**src/rtl/mfq_pkg.sv**
```systemverilog
// Shared types and codes of the multilevel feedback queue scheduler
`timescale 1ns / 1ps
package mfq_pkg;
    typedef enum logic [1:0] {
        CMD_INSERT   = 2'd0,
        CMD_SCHEDULE = 2'd1,
        CMD_REMOVE   = 2'd2,
        CMD_NONE     = 2'd3
    } t_cmd;

    typedef enum logic [1:0] {
        ST_OK       = 2'd0,
        ST_NOTFOUND = 2'd1,
        ST_FULL     = 2'd2,
        ST_IDLE     = 2'd3
    } t_status;

    localparam logic [2:0] REG_POLICY = 3'd0;
    localparam logic [2:0] REG_LEVELS = 3'd1;
    localparam logic [2:0] REG_Q0     = 3'd2;
    localparam logic [2:0] REG_Q3     = 3'd5;

    // operation broadcast to every slot cell
    typedef enum logic [1:0] {
        OP_HOLD   = 2'd0,
        OP_SHIFT  = 2'd1,
        OP_APPEND = 2'd2
    } t_op;

    // per-level control driven to the cell chain
    typedef struct packed {
        t_op        op;
        logic [8:0] pos;
    } t_lvl_ctl;
endpackage

```
**src/rtl/mfq_cell.sv**
```systemverilog
// One queue slot cell: holds an id, takes its neighbour's on a shift and the new id on an append
`timescale 1ns / 1ps
module mfq_cell #(
    parameter int ID_BITS = 10,
    parameter int POS     = 0
) (
    input  logic                  i_clk,
    input  mfq_pkg::t_lvl_ctl     i_ctl,
    input  logic [ID_BITS-1:0]    i_next_id,
    input  logic [ID_BITS-1:0]    i_new_id,
    output logic [ID_BITS-1:0]    o_id
);
    import mfq_pkg::*;

    logic [ID_BITS-1:0] r_id;
    logic [ID_BITS-1:0] n_id;

    always_comb begin
        n_id = r_id;
        case (i_ctl.op)
            OP_SHIFT:  if (i_ctl.pos <= 9'(POS)) n_id = i_next_id;
            OP_APPEND: if (i_ctl.pos == 9'(POS)) n_id = i_new_id;
            default:   n_id = r_id;
        endcase
    end

    always_ff @(posedge i_clk) begin
        r_id <= n_id;
    end

    assign o_id = r_id;
endmodule

```
**src/rtl/mfq_level.sv**
```systemverilog
// One priority level: a chain of slot cells, oldest at position 0
`timescale 1ns / 1ps
module mfq_level #(
    parameter int SLOTS   = 16,
    parameter int ID_BITS = 10
) (
    input  logic                        i_clk,
    input  mfq_pkg::t_lvl_ctl           i_ctl,
    input  logic [ID_BITS-1:0]          i_new_id,
    output logic [SLOTS-1:0][ID_BITS-1:0] o_ids
);
    import mfq_pkg::*;

    genvar g;
    generate
        for (g = 0; g < SLOTS; g++) begin : g_cell
            logic [ID_BITS-1:0] w_next;
            if (g == SLOTS - 1) begin : g_end
                assign w_next = o_ids[g];
            end else begin : g_mid
                assign w_next = o_ids[g+1];
            end
            mfq_cell #(.ID_BITS(ID_BITS), .POS(g)) u_cell (
                .i_clk     (i_clk),
                .i_ctl     (i_ctl),
                .i_next_id (w_next),
                .i_new_id  (i_new_id),
                .o_id      (o_ids[g])
            );
        end
    endgenerate
endmodule

```
**src/rtl/multilevel_feedback_queue_scheduler_core.sv**
```systemverilog
// Top level of the multilevel feedback queue scheduler
//  channel | signals                                   | direction
//  cmd     | i_start, o_busy, i_command..i_run_ticks   | in
//  result  | o_done, o_chosen_valid..o_status          | out
//  config  | i_cfg_valid, o_cfg_ready, i_cfg_index/data| in
// A remove, or a schedule of a runnable current process, is
// scanned one slot a cycle, level by level, before the queues are
// updated. Reset sets counts, control and config registers only.
// The result strobe lasts one cycle; the receiver cannot stall.
`timescale 1ns / 1ps
module multilevel_feedback_queue_scheduler_core #(
    parameter int LEVELS          = 4,
    parameter int SLOTS_PER_LEVEL = 16,
    parameter int ID_BITS         = 10
) (
    input  logic               i_clk,
    input  logic               i_rst_n,
    input  logic               i_start,
    output logic               o_busy,
    input  logic [1:0]         i_command,
    input  logic [ID_BITS-1:0] i_process_id,
    input  logic               i_current_valid,
    input  logic               i_current_runnable,
    input  logic [ID_BITS-1:0] i_current_id,
    input  logic [15:0]        i_run_ticks,
    input  logic               i_cfg_valid,
    output logic               o_cfg_ready,
    input  logic [2:0]         i_cfg_index,
    input  logic [7:0]         i_cfg_data,
    output logic               o_done,
    output logic               o_chosen_valid,
    output logic [ID_BITS-1:0] o_chosen_id,
    output logic [1:0]         o_chosen_level,
    output logic [7:0]         o_quantum_out,
    output logic [1:0]         o_placed_level,
    output logic [1:0]         o_status
);
    import mfq_pkg::*;

    localparam int LB = (LEVELS > 1) ? $clog2(LEVELS) : 1;
    localparam int CB = $clog2(SLOTS_PER_LEVEL + 1);
    localparam int PB = (SLOTS_PER_LEVEL > 1) ? $clog2(SLOTS_PER_LEVEL) : 1;

    typedef enum logic [3:0] {
        S_IDLE, S_SCAN, S_DECIDE, S_SHIFT, S_APPEND, S_PICK, S_POP, S_DONE
    } t_state;

    t_state r_state;
    logic              r_policy;
    logic [2:0]        r_nlev_cfg;
    logic [7:0]        r_quant [4];
    logic [1:0]        r_cmd;
    logic [ID_BITS-1:0] r_pid, r_cid;
    logic [15:0]       r_ticks;
    logic [CB-1:0]     r_count [LEVELS];
    logic [LB-1:0]     r_lv;
    logic [CB-1:0]     r_pos;
    logic              r_found;
    logic [LB-1:0]     r_flv;
    logic [PB-1:0]     r_fpos;
    logic [LB-1:0]     r_target;
    logic [ID_BITS-1:0] r_new_id;
    logic              r_append;
    logic              r_do_shift;
    logic              r_cvld;
    logic [ID_BITS-1:0] r_chid;
    logic [LB-1:0]     r_chlv;
    logic [7:0]        r_qout;
    logic [LB-1:0]     r_placed;
    t_status           r_status;

    t_lvl_ctl w_ctl [LEVELS];
    logic [SLOTS_PER_LEVEL-1:0][ID_BITS-1:0] w_ids [LEVELS];

    logic [LB:0] w_nlev;
    always_comb begin
        if (!r_policy) w_nlev = (LB+1)'(1);
        else if (r_nlev_cfg == 3'd0) w_nlev = (LB+1)'(1);
        else if (32'(r_nlev_cfg) > LEVELS) w_nlev = (LB+1)'(LEVELS);
        else w_nlev = (LB+1)'(r_nlev_cfg);
    end

    function automatic logic [7:0] quant_of(input logic [LB-1:0] lv,
                                            input logic [7:0] q [4]);
        logic [7:0] v;
        v = q[3];
        if (32'(lv) < 3) v = q[lv[1:0]];
        return v;
    endfunction

    genvar g;
    generate
        for (g = 0; g < LEVELS; g++) begin : g_lvl
            mfq_level #(.SLOTS(SLOTS_PER_LEVEL), .ID_BITS(ID_BITS)) u_level (
                .i_clk    (i_clk),
                .i_ctl    (w_ctl[g]),
                .i_new_id (r_new_id),
                .o_ids    (w_ids[g])
            );
        end
    endgenerate

    always_comb begin
        for (int l = 0; l < LEVELS; l++) begin
            w_ctl[l].op  = OP_HOLD;
            w_ctl[l].pos = '0;
            if (r_state == S_SHIFT && r_do_shift && r_flv == LB'(l)) begin
                w_ctl[l].op  = OP_SHIFT;
                w_ctl[l].pos = 9'(r_fpos);
            end
            if (r_state == S_POP && r_chlv == LB'(l)) begin
                w_ctl[l].op  = OP_SHIFT;
                w_ctl[l].pos = '0;
            end
            if (r_state == S_APPEND && r_append && r_target == LB'(l)) begin
                w_ctl[l].op  = OP_APPEND;
                w_ctl[l].pos = 9'(r_count[l]);
            end
        end
    end

    logic [ID_BITS-1:0] w_key;
    assign w_key = (r_cmd == CMD_REMOVE) ? r_pid : r_cid;
    logic w_hit;
    assign w_hit = (r_pos < r_count[r_lv]) &&
                   (w_ids[r_lv][r_pos[PB-1:0]] == w_key);
    logic w_lv_last;
    assign w_lv_last = ({1'b0, r_lv} + 1'b1) >= w_nlev;

    // placement level for a process not already queued
    logic [LB-1:0] w_fresh;
    always_comb begin
        logic stop;
        w_fresh = '0;
        stop = 1'b0;
        if (r_ticks != 16'd0) begin
            for (int i = 0; i < LEVELS - 1; i++) begin
                if (!stop && (i + 1) < int'(w_nlev)) begin
                    if (r_ticks >= 16'(quant_of(LB'(i), r_quant)))
                        w_fresh = LB'(i + 1);
                    else stop = 1'b1;
                end
            end
        end
    end

    assign o_busy      = (r_state != S_IDLE);
    assign o_cfg_ready = (r_state == S_IDLE) && !i_start;

    always_ff @(posedge i_clk) begin
        if (!i_rst_n) begin
            r_state    <= S_IDLE;
            r_policy   <= 1'b0;
            r_nlev_cfg <= 3'd1;
            for (int i = 0; i < 4; i++) r_quant[i] <= 8'd10;
            for (int i = 0; i < LEVELS; i++) r_count[i] <= '0;
            o_done     <= 1'b0;
            r_append   <= 1'b0;
            r_do_shift <= 1'b0;
        end else begin
            o_done <= (r_state == S_DONE);
            if (i_cfg_valid && o_cfg_ready) begin
                if (i_cfg_index == REG_POLICY) r_policy <= i_cfg_data[0];
                else if (i_cfg_index == REG_LEVELS) r_nlev_cfg <= i_cfg_data[2:0];
                else if (i_cfg_index >= REG_Q0 && i_cfg_index <= REG_Q3)
                    r_quant[2'(i_cfg_index - REG_Q0)] <= i_cfg_data;
            end
            unique case (r_state)
                S_IDLE: begin
                    if (i_start) begin
                        logic rq;
                        rq = (t_cmd'(i_command) == CMD_INSERT) ||
                             (t_cmd'(i_command) == CMD_SCHEDULE && !r_policy &&
                              i_current_valid);
                        r_cmd <= i_command; r_pid <= i_process_id;
                        r_cid <= i_current_id; r_ticks <= i_run_ticks;
                        r_lv <= '0; r_pos <= '0; r_found <= 1'b0;
                        r_do_shift <= 1'b0;
                        r_append <= rq && (r_count[0] < CB'(SLOTS_PER_LEVEL));
                        r_status <= (rq && r_count[0] >= CB'(SLOTS_PER_LEVEL)) ?
                                    ST_FULL : ST_OK;
                        r_cvld <= 1'b0; r_chid <= '0; r_chlv <= '0;
                        r_qout <= '0; r_placed <= '0;
                        r_new_id <= (t_cmd'(i_command) == CMD_SCHEDULE) ?
                                    i_current_id : i_process_id;
                        r_target <= '0;
                        case (t_cmd'(i_command))
                            CMD_INSERT:   r_state <= S_APPEND;
                            CMD_REMOVE:   r_state <= S_SCAN;
                            CMD_SCHEDULE: begin
                                if (!r_policy) r_state <= S_APPEND;
                                else if (i_current_valid && i_current_runnable)
                                    r_state <= S_SCAN;
                                else r_state <= S_PICK;
                            end
                            default: r_state <= S_DONE;
                        endcase
                    end
                end
                S_SCAN: begin
                    if (w_hit) begin
                        r_found <= 1'b1; r_flv <= r_lv; r_fpos <= r_pos[PB-1:0];
                        r_state <= S_DECIDE;
                    end else if (r_pos + 1'b1 >= r_count[r_lv] ||
                                 r_pos >= r_count[r_lv]) begin
                        r_pos <= '0;
                        if (w_lv_last) r_state <= S_DECIDE;
                        else r_lv <= r_lv + 1'b1;
                    end else r_pos <= r_pos + 1'b1;
                end
                S_DECIDE: begin
                    if (r_cmd == CMD_REMOVE) begin
                        if (r_found) r_do_shift <= 1'b1;
                        else r_status <= ST_NOTFOUND;
                        r_state <= S_SHIFT;
                    end else if (r_found) begin
                        logic [LB-1:0] tg;
                        tg = r_flv;
                        if (r_ticks >= 16'(quant_of(r_flv, r_quant)) &&
                            ({1'b0, r_flv} + 1'b1) < w_nlev) tg = r_flv + 1'b1;
                        r_target <= tg;
                        if (tg != r_flv && r_count[tg] >= CB'(SLOTS_PER_LEVEL)) begin
                            r_status <= ST_FULL; r_placed <= r_flv;
                        end else begin
                            r_do_shift <= 1'b1; r_append <= 1'b1; r_placed <= tg;
                        end
                        r_state <= S_SHIFT;
                    end else begin
                        r_target <= w_fresh;
                        if (r_count[w_fresh] >= CB'(SLOTS_PER_LEVEL))
                            r_status <= ST_FULL;
                        else begin
                            r_append <= 1'b1; r_placed <= w_fresh;
                        end
                        r_state <= S_APPEND;
                    end
                end
                S_SHIFT: begin
                    if (r_do_shift) r_count[r_flv] <= r_count[r_flv] - 1'b1;
                    r_do_shift <= 1'b0;
                    r_state <= (r_cmd == CMD_REMOVE) ? S_DONE : S_APPEND;
                end
                S_APPEND: begin
                    if (r_append) r_count[r_target] <= r_count[r_target] + 1'b1;
                    r_append <= 1'b0;
                    if (r_cmd == CMD_SCHEDULE) begin
                        r_state <= S_PICK;
                        if (!r_policy) r_qout <= r_quant[0];
                    end else r_state <= S_DONE;
                end
                S_PICK: begin
                    logic hit;
                    hit = 1'b0;
                    for (int i = 0; i < LEVELS; i++) begin
                        if (!hit && i < int'(w_nlev) && r_count[i] != '0) begin
                            hit = 1'b1;
                            r_chlv <= LB'(i);
                            r_chid <= w_ids[i][0];
                            r_qout <= quant_of(LB'(i), r_quant);
                        end
                    end
                    r_cvld <= hit;
                    if (!hit && r_status == ST_OK) r_status <= ST_IDLE;
                    r_state <= hit ? S_POP : S_DONE;
                end
                S_POP: begin
                    r_count[r_chlv] <= r_count[r_chlv] - 1'b1;
                    r_state <= S_DONE;
                end
                S_DONE: begin
                    r_state <= S_IDLE;
                end
                default: r_state <= S_IDLE;
            endcase
        end
    end

    assign o_chosen_valid = r_cvld;
    assign o_chosen_id    = r_chid;
    assign o_chosen_level = 2'(r_chlv);
    assign o_quantum_out  = r_qout;
    assign o_placed_level = 2'(r_placed);
    assign o_status       = r_status;
endmodule

```
**config.mk**
```make
export PLATFORM = sky130hd
export DESIGN_NAME = multilevel_feedback_queue_scheduler_core
export DESIGN_NICKNAME = d
export VERILOG_FILES = /design/src/rtl/mfq_pkg.sv /design/src/rtl/mfq_cell.sv /design/src/rtl/mfq_level.sv /design/src/rtl/multilevel_feedback_queue_scheduler_core.sv
export SDC_FILE = /design/constraint.sdc
export NUM_CORES = 1
export LEC_CHECK = 0
export BUFFER_PORTS_ARGS = -buffer_cell sky130_fd_sc_hd__clkbuf_2
export CAP_MARGIN = 20
export CORE_AREA = 2 2 401 204
export CTS_CLUSTER_SIZE = 40
export DETAILED_ROUTE_END_ITERATION = 10
export DIE_AREA = 0 0 403 206
export PLACE_DENSITY = 0.75
export REMOVE_ABC_BUFFERS = 1
export SLEW_MARGIN = 20
export SYNTH_ARGS = -nofsm -noshare
export SYNTH_HDL_FRONTEND = slang
export SYNTH_HIERARCHICAL = 1
export SYNTH_SLANG_ARGS = --single-unit
```
**constraint.sdc**
```tcl
create_clock -name i_clk -period 4.8 [get_ports i_clk]
set_input_delay 1.44 -clock i_clk [delete_from_list [all_inputs] [get_ports i_clk]]
set_output_delay 1.44 -clock i_clk [all_outputs]
set_load 0.005 [all_outputs]
```
### Yosys cells after proc, flatten, opt, wreduce, memory -nomap -nowiden

Memory sizes are Yosys's and may differ from the RTL's. A register that Yosys moved wholly into a read port is not among the register bits.
Index checks and enable logic that the tools add are counted.

| word-level totals | value |
|---|---|
| bits in registers | 772 |
| memory bits (writable) | 20 |
| input bits | 55 |
| output and inout bits | 28 |
| logic and storage cells | 927 |
| memories | 1 |

Memories:

| name | words | width | rd ports | clocked after memory_dff | write ports | line | RTL |
|---|---|---|---|---|---|---|---|
| r_count | 4 | 5 | 10 | 4 | 4 | multilevel_feedback_queue_scheduler_core.sv:55 | `logic [CB-1:0] r_count [LEVELS];` |

| operators by class | value |
|---|---|
| $add $sub $neg | 9 |
| order comparisons | 86 |
| equal/unequal tests | 230 |
| muxes and demuxes | 346 |
| bitwise operators | 5 |
| reduce and logical (&&, ||, !) cells | 159 |

Operators with widths:

| operator | count |
|---|---|
| $mux W10 | 132 |
| $pmux W10 S2 | 61 |
| $bmux W160 S2 | 1 |
| $mux W160 | 2 |
| $eq A9 B4 Y1 const B | 32 |
| $ne A2 B2 Y1 const B | 129 |
| $le A9 B4 Y1 const B | 28 |
| $reduce_and A3 Y1 | 65 |
| $mux W8 | 21 |
| $eq A9 B3 Y1 const B | 16 |
| $le A9 B3 Y1 const B | 16 |
| $mux W11 | 8 |
| $mux W2 | 41 |
| $eq A9 B2 Y1 const B | 8 |
| $le A9 B1 Y1 const B | 8 |
| $le A9 B2 Y1 const B | 8 |
| $ge A16 B8 Y1 | 4 |
| $mux W1 | 46 |
| $bmux W10 S4 | 1 |
| $eq A9 B1 Y1 const B | 4 |
| $logic_and A1 B1 Y1 | 36 |
| $logic_not A9 Y1 | 4 |
| $bwmux W32 | 1 |
| $mux W5 | 6 |
| other kinds (62) | 157 |

### Longest topological paths before layout

An unclocked memory read counts as a cell.

| logic depth | value |
|---|---|
| depth after elaboration | 33 |
| gate-level depth with buffers | 16 |
| gate-level depth less buffers | 16 |

### By module

The synthesis kept the hierarchy.

By module, submodules not included:

| module | instances | cells each | area an instance (µm²) | sequential area each (µm²) |
|---|---|---|---|---|
| multilevel_feedback_queue_scheduler_core | 1 | 1,383 | 14,815.5 | 4,274.1 |
| mfq_cell at g_lvl[0].u_level.g_cell[15].u_cell ... | 8 | 27 | 474.2 | 300.3 |
| mfq_cell at g_lvl[0].u_level.g_cell[12].u_cell ... | 8 | 27 | 473.0 | 300.3 |
| mfq_cell at g_lvl[0].u_level.g_cell[1].u_cell ... | 8 | 27 | 469.2 | 300.3 |
| mfq_cell at g_lvl[0].u_level.g_cell[4].u_cell ... | 4 | 29 | 524.3 | 300.3 |
| mfq_cell at g_lvl[0].u_level.g_cell[2].u_cell ... | 4 | 29 | 519.2 | 300.3 |
| mfq_cell at g_lvl[0].u_level.g_cell[0].u_cell ... | 4 | 27 | 516.7 | 300.3 |
| mfq_cell at g_lvl[0].u_level.g_cell[6].u_cell ... | 4 | 28 | 496.7 | 300.3 |
| mfq_cell at g_lvl[0].u_level.g_cell[14].u_cell ... | 4 | 28 | 484.2 | 300.3 |
| mfq_cell at g_lvl[0].u_level.g_cell[10].u_cell ... | 4 | 28 | 479.2 | 300.3 |
| mfq_cell at g_lvl[0].u_level.g_cell[13].u_cell ... | 4 | 28 | 478.0 | 300.3 |
| mfq_cell at g_lvl[0].u_level.g_cell[9].u_cell ... | 4 | 28 | 471.7 | 300.3 |
| mfq_cell at g_lvl[0].u_level.g_cell[11].u_cell ... | 4 | 26 | 465.4 | 300.3 |
| mfq_cell at g_lvl[0].u_level.g_cell[7].u_cell ... | 4 | 26 | 462.9 | 300.3 |

### Least setup slack after synthesis

No wires, ideal clock.

| timing path | value |
|---|---|
| path kind | register to register |
| from | register r_state[2] |
| to | register g_lvl[1].u_level.g_cell[11].u_cell.r_id[0], enable pin |
| arrival time | 4.682 ns |
| slack | -0.272 ns |
| cell stages (with the launch flop) | 8 |
| clock period less this slack | 5.072 ns |
| path through | dfxtp_1 -> inv_1 -> nor3_1 -> nand2_1 -> nor3b_1 -> a22o_1 -> a41oi_1 -> a2111oi_2 |

RTL lines:

| what | line | RTL |
|---|---|---|
| start, declared | multilevel_feedback_queue_scheduler_core.sv:48 | `t_state r_state;` |
| start signal, assigned | multilevel_feedback_queue_scheduler_core.sv:241 | `r_state <= (r_cmd == CMD_REMOVE) ? S_DONE : S_APPEND;` |
| start signal, assigned | multilevel_feedback_queue_scheduler_core.sv:264 | `r_state <= hit ? S_POP : S_DONE;` |
| end signal, assigned | mfq_cell.sv:28 | `r_id <= n_id;` |
| end, declared | mfq_cell.sv:15 | `logic [ID_BITS-1:0] r_id;` |

### Final worst setup path

| timing path | value |
|---|---|
| from | register r_ticks[0] |
| to | register r_placed[0], in the netlist o_placed_level[0], enable pin |

| between the ends | value |
|---|---|
| word-level cells in the longest chain between the ends | 16 |
| elaborated cells between the ends (all ways) | 25 |
| classes of those cells | order compare: 4; eq/ne: 1; mux: 13; reduce/logical: 6; memory: 1 |

RTL lines:

| what | line | RTL |
|---|---|---|
| start, declared | multilevel_feedback_queue_scheduler_core.sv:54 | `logic [15:0] r_ticks;` |
| start signal, assigned | multilevel_feedback_queue_scheduler_core.sv:176 | `r_cid <= i_current_id; r_ticks <= i_run_ticks;` |
| $ge A16 B8 Y1 | multilevel_feedback_queue_scheduler_core.sv:139 | `if (r_ticks >= 16'(quant_of(LB'(i), r_quant)))` |
| $mux W1 | multilevel_feedback_queue_scheduler_core.sv:139 |  |
| $mux W1 | multilevel_feedback_queue_scheduler_core.sv:138 | `if (!stop && (i + 1) < int'(w_nlev)) begin` |
| $mux W1 | multilevel_feedback_queue_scheduler_core.sv:136 | `if (r_ticks != 16'd0) begin` |
| $logic_not A1 Y1 | multilevel_feedback_queue_scheduler_core.sv:138 |  |
| $logic_and A1 B1 Y1 | multilevel_feedback_queue_scheduler_core.sv:138 |  |
| $mux W1 | multilevel_feedback_queue_scheduler_core.sv:138 |  |
| $mux W1 | multilevel_feedback_queue_scheduler_core.sv:136 |  |
| $logic_not A1 Y1 | multilevel_feedback_queue_scheduler_core.sv:138 |  |
| $logic_and A1 B1 Y1 | multilevel_feedback_queue_scheduler_core.sv:138 |  |
| $mux W2 | multilevel_feedback_queue_scheduler_core.sv:138 |  |
| $mux W2 * | multilevel_feedback_queue_scheduler_core.sv:136 |  |
| $mem_v2 Z4 W5 * | - |  |
| $ge A5 B5 Y1 * | multilevel_feedback_queue_scheduler_core.sv:230 | `if (r_count[w_fresh] >= CB'(SLOTS_PER_LEVEL))` |
| $ne A3 B3 Y1 (no line) * | - |  |
| $reduce_and A5 Y1 (no line) * | - |  |
| end signal, assigned | multilevel_feedback_queue_scheduler_core.sv:223 | `r_status <= ST_FULL; r_placed <= r_flv;` |
| end signal, assigned | multilevel_feedback_queue_scheduler_core.sv:225 | `r_do_shift <= 1'b1; r_append <= 1'b1; r_placed <= tg;` |
| end signal, assigned | multilevel_feedback_queue_scheduler_core.sv:233 | `r_append <= 1'b1; r_placed <= w_fresh;` |
| end, declared | multilevel_feedback_queue_scheduler_core.sv:69 | `logic [LB-1:0] r_placed;` |

Mark *: on every way between the ends. The rest lies on a longest branch, timed or not. The select of a mux whose other input is x is not followed.
A chain may end at the register's enable or synchronous reset.

==> flow_summary.toml <==
[die]
ios = 83
die_h_um = 206
coreArea_um2 = 80200
dieArea_um2 = 83000
initial_core_util_pct = 57.0
die_w_um = 403
num_rows = 74

[drt]
wire_per_inst_um = 35.5
wl_um = 169000
post-route-drc-count = 0
ant_nets = 0
viasPerCell = 6.96
drt_iter0_markers = 5493
drtPass1Iterations = 6
vias = 33000

[worst_setup_path]
criticalPathCategory = "register to register"
endpoint_kind = "register"
worstReg2RegStart = "r_ticks[0]$_DFFE_PP_"
crit_path_start = "r_ticks[0]$_DFFE_PP_"
path_buf_inv = 1
cp_slowest_cell = "a21oi_1"
cp_cell_sequence = "inv_1, ha_1, nand2b_1, a21o_1, a21oi_1, o21ai_0, a221oi_1, o21bai_1, nor3b_1, mux2_2, a31oi_1, o31a_1"
cp_top_family = "compound AO/OA/AOI/OAI gates"
cp.required_ps = 5160
cp-start-kind = "register"
r2r_slack_ps = 200
crit_fanout = 4
slowest_delay_ps = 630
critPathArrivalTime_ps = 4950

[layout]
syn_to_final_growth_pct = 13.1
nNetsFinal = 3727
fillers = 5774
fin_util_pct = 64.5
drive_gt1_share_pct = 37.5

[synth]
yosys.area.top_type_share_pct = 49.2
syn_area_um2 = 45700
synthMostInstantiatedCell = "edfxtp_1"
ys_async_sr_fraction_pct = 0
synthCells = 3139
postSynthAreaPerCell_um2 = 14.6
synthFlopType = "edfxtp_1"
yosysTopAreaCell = "edfxtp_1"
ys_seq_elements = 799
netlist_top_cells_count = "edfxtp_1 (749), mux2_2 (519), mux4_2 (153)"
ys.warnings.count = 6
synth_edf_count = 749
synth_area_leaders = "edfxtp_1 (49%), mux2_2 (13%), mux4_2 (7.5%)"
ys_types = 88
yosysSeqAreaShare_pct = 51.4

[timing]
skew_ps = 28.3
slew_violations = 0
tightest_slew_ps = 1110
setup_viol = 0
fmax_ghz = 0.218
period_minus_slack_ps = 4600
rsz0062_at_grt = "false"
setup-tns-final_ps = 0
relSlewSlack_pct = 25.5
hold_viol_final = 0
finalCritPeriodShare_pct = 95.7

[place]
gp_congestion = 1.01
port_buffers = 82
dp_hpwl_um = 129000

[clock_tree]
cts_root_buf = "clkbuf_16"
clock_latency_ps = 680
cts_buffers = 73
postCtsHoldBufs = 0
clock_sinks = 799
cts_resized = 0
cts_setup_buffers = 0
cts_tree = "yes"
clock_path_buffers = 3
htreeDepth = 3
clk_pin_slew_worst_paths_ps = 70

[grt]
grt_pass1_vias = 30600
antenna_found_initial = 11
track_usage_pct = 40.2
grt_pass1_wl_um = 232000
grt_max_degree = 69
overflow = 0

[power_and_ir_drop]
switching_power_mw = 6.91
p_clk_share_pct = 30.7
p_seq_share_pct = 39.7
ir_drop_mv = 0.389
p_leak_nw = 18.5
internal_power_mw = 14.0
cellPowerDensity_nw_per_um2 = 405
switching_share_pct = 33.0
comb_power_share_pct = 29.6

[job]
maxCapViolCount = 0

[outcome]
status = "complete, no violations"

[worst_hold_path]
hp-class = "register to register"
worstHoldStart = "r_do_shift$_SDFFE_PN0P_"
[routing by layer]
metal	track usage, %	up-vias	wire length, µm
li1	-	13200	-
met1	59.9	16700	69900
met4	5.60	16	1900
met5	5.91	-	739
met3	30.0	183	38400
met2	44.6	2871	57500
[kinds of logic (layout without fill, tap and decap cells)]
group | after synthesis | in the layout | synth area share (%)
muxes | 932 | 932 | 27.3
buffers and inverters | 217 | 493 | 2.93
DFF | 799 | 799 | 51.4
adders and majority gates | 56 | 56 | 1.53
other | 1 | 264 | 0.00820
and+or+nand+nor | 691 | 691 | 9.46
AOI/OAI and AO/OA | 414 | 414 | 6.83
xor gates and xnor gates | 29 | 29 | 0.555
[through the flow]
stage                     total power [mW]  worst slack, ps  hold slack, ps  cell area, µm²  instances
after floorplan                       12.3            -3460             445           45600       3230
after global routing                  21.4              166             525           51700       4737
after CTS                             20.7              428             483           51700       4734
after global placement                14.2              521             459           49200       4605
final                                 21.0              205             480           51800       4742
after detailed placement              14.3              476             473           49200       4605
[registers in the layout, indices dropped and copies added (netlist names), 2 cells and up, named ones only]
name,cells
g_lvl.u_level/g_cell.u_cell/o_id,640
o_chosen_id,10
o_chosen_level,2
o_placed_level,2
o_quantum_out,8
o_status,2
r_cid,10
r_cmd,2
r_count,20
r_flv,2
r_fpos,4
r_lv,2
r_new_id,10
r_nlev_cfg,3
r_pid,10
r_pos,5
r_quant,32
r_state,3
r_target,2
r_ticks,16
[power by group through the flow]
| stage | clock (mW) | combinational [mW] | sequential [mW] |
|---|---|---|---|
| after global placement | 0 | 5.78 | 8.43 |
| final | 6.44 | 6.20 | 8.32 |
| after floorplan | 0 | 3.43 | 8.86 |
| after global routing | 6.69 | 6.40 | 8.33 |
| after detailed placement | 0 | 5.88 | 8.44 |
| after CTS | 6.44 | 5.92 | 8.29 |
[worst register-to-register path: cells and delay by family (launching register included)]
kind,cells,cell delay [ps]
AOI/OAI and AO/OA,7,2600
adders and majority gates,1,250
buffers and inverters,1,180
DFF,1,450
muxes,1,320
and+or+nand+nor,2,510
[cells in the final DEF (no fill, tap or decap), types with 20 or more instances in the layout]
cell type,instances
nand2_1,107
a22oi_1,33
mux2_1,28
nand2b_1,28
ha_1,56
nand3_1,40
a211oi_2,20
buf_4,219
o21ai_0,51
clkbuf_2,82
clkbuf_16,78
or4_4,44
nor2_1,141
a22o_1,28
nor4_1,23
nor2b_4,20
nor2b_1,82
mux2_2,519
nor3_1,21
mux2i_1,118
dfxtp_1,50
edfxtp_1,749
mux2_4,114
nand4_1,22
conb_1,256
a21oi_1,95
inv_1,52
mux4_2,153
nand3b_1,23
o22ai_1,27
[layout make-up]
cell class              count  area [µm²]  share of cell area, %
well taps                1064        1330                   2.57
clock inverters            36         507                  0.979
inverters                  53         199                  0.384
multi-input cells        2378       21900                   42.4
repair buffers            311        2250                   4.36
clock buffers              93        2020                   3.90
flip-flops and latches    799       23500                   45.4
diodes                      8        20.0                 0.0387
[worst paths after layout]
| path | cells past startpoint | endpoint |
|---|---|---|
| hold reg to reg | 2 | r_do_shift$_SDFFE_PN0P_ |
| setup / recovery | 12 | o_placed_level[0]$_SDFFCE_PN0P_ |
| hold / removal | 2 | r_do_shift$_SDFFE_PN0P_ |
| setup reg to reg | 12 | o_placed_level[0]$_SDFFCE_PN0P_ |
(Power assumes the default switching activity.)
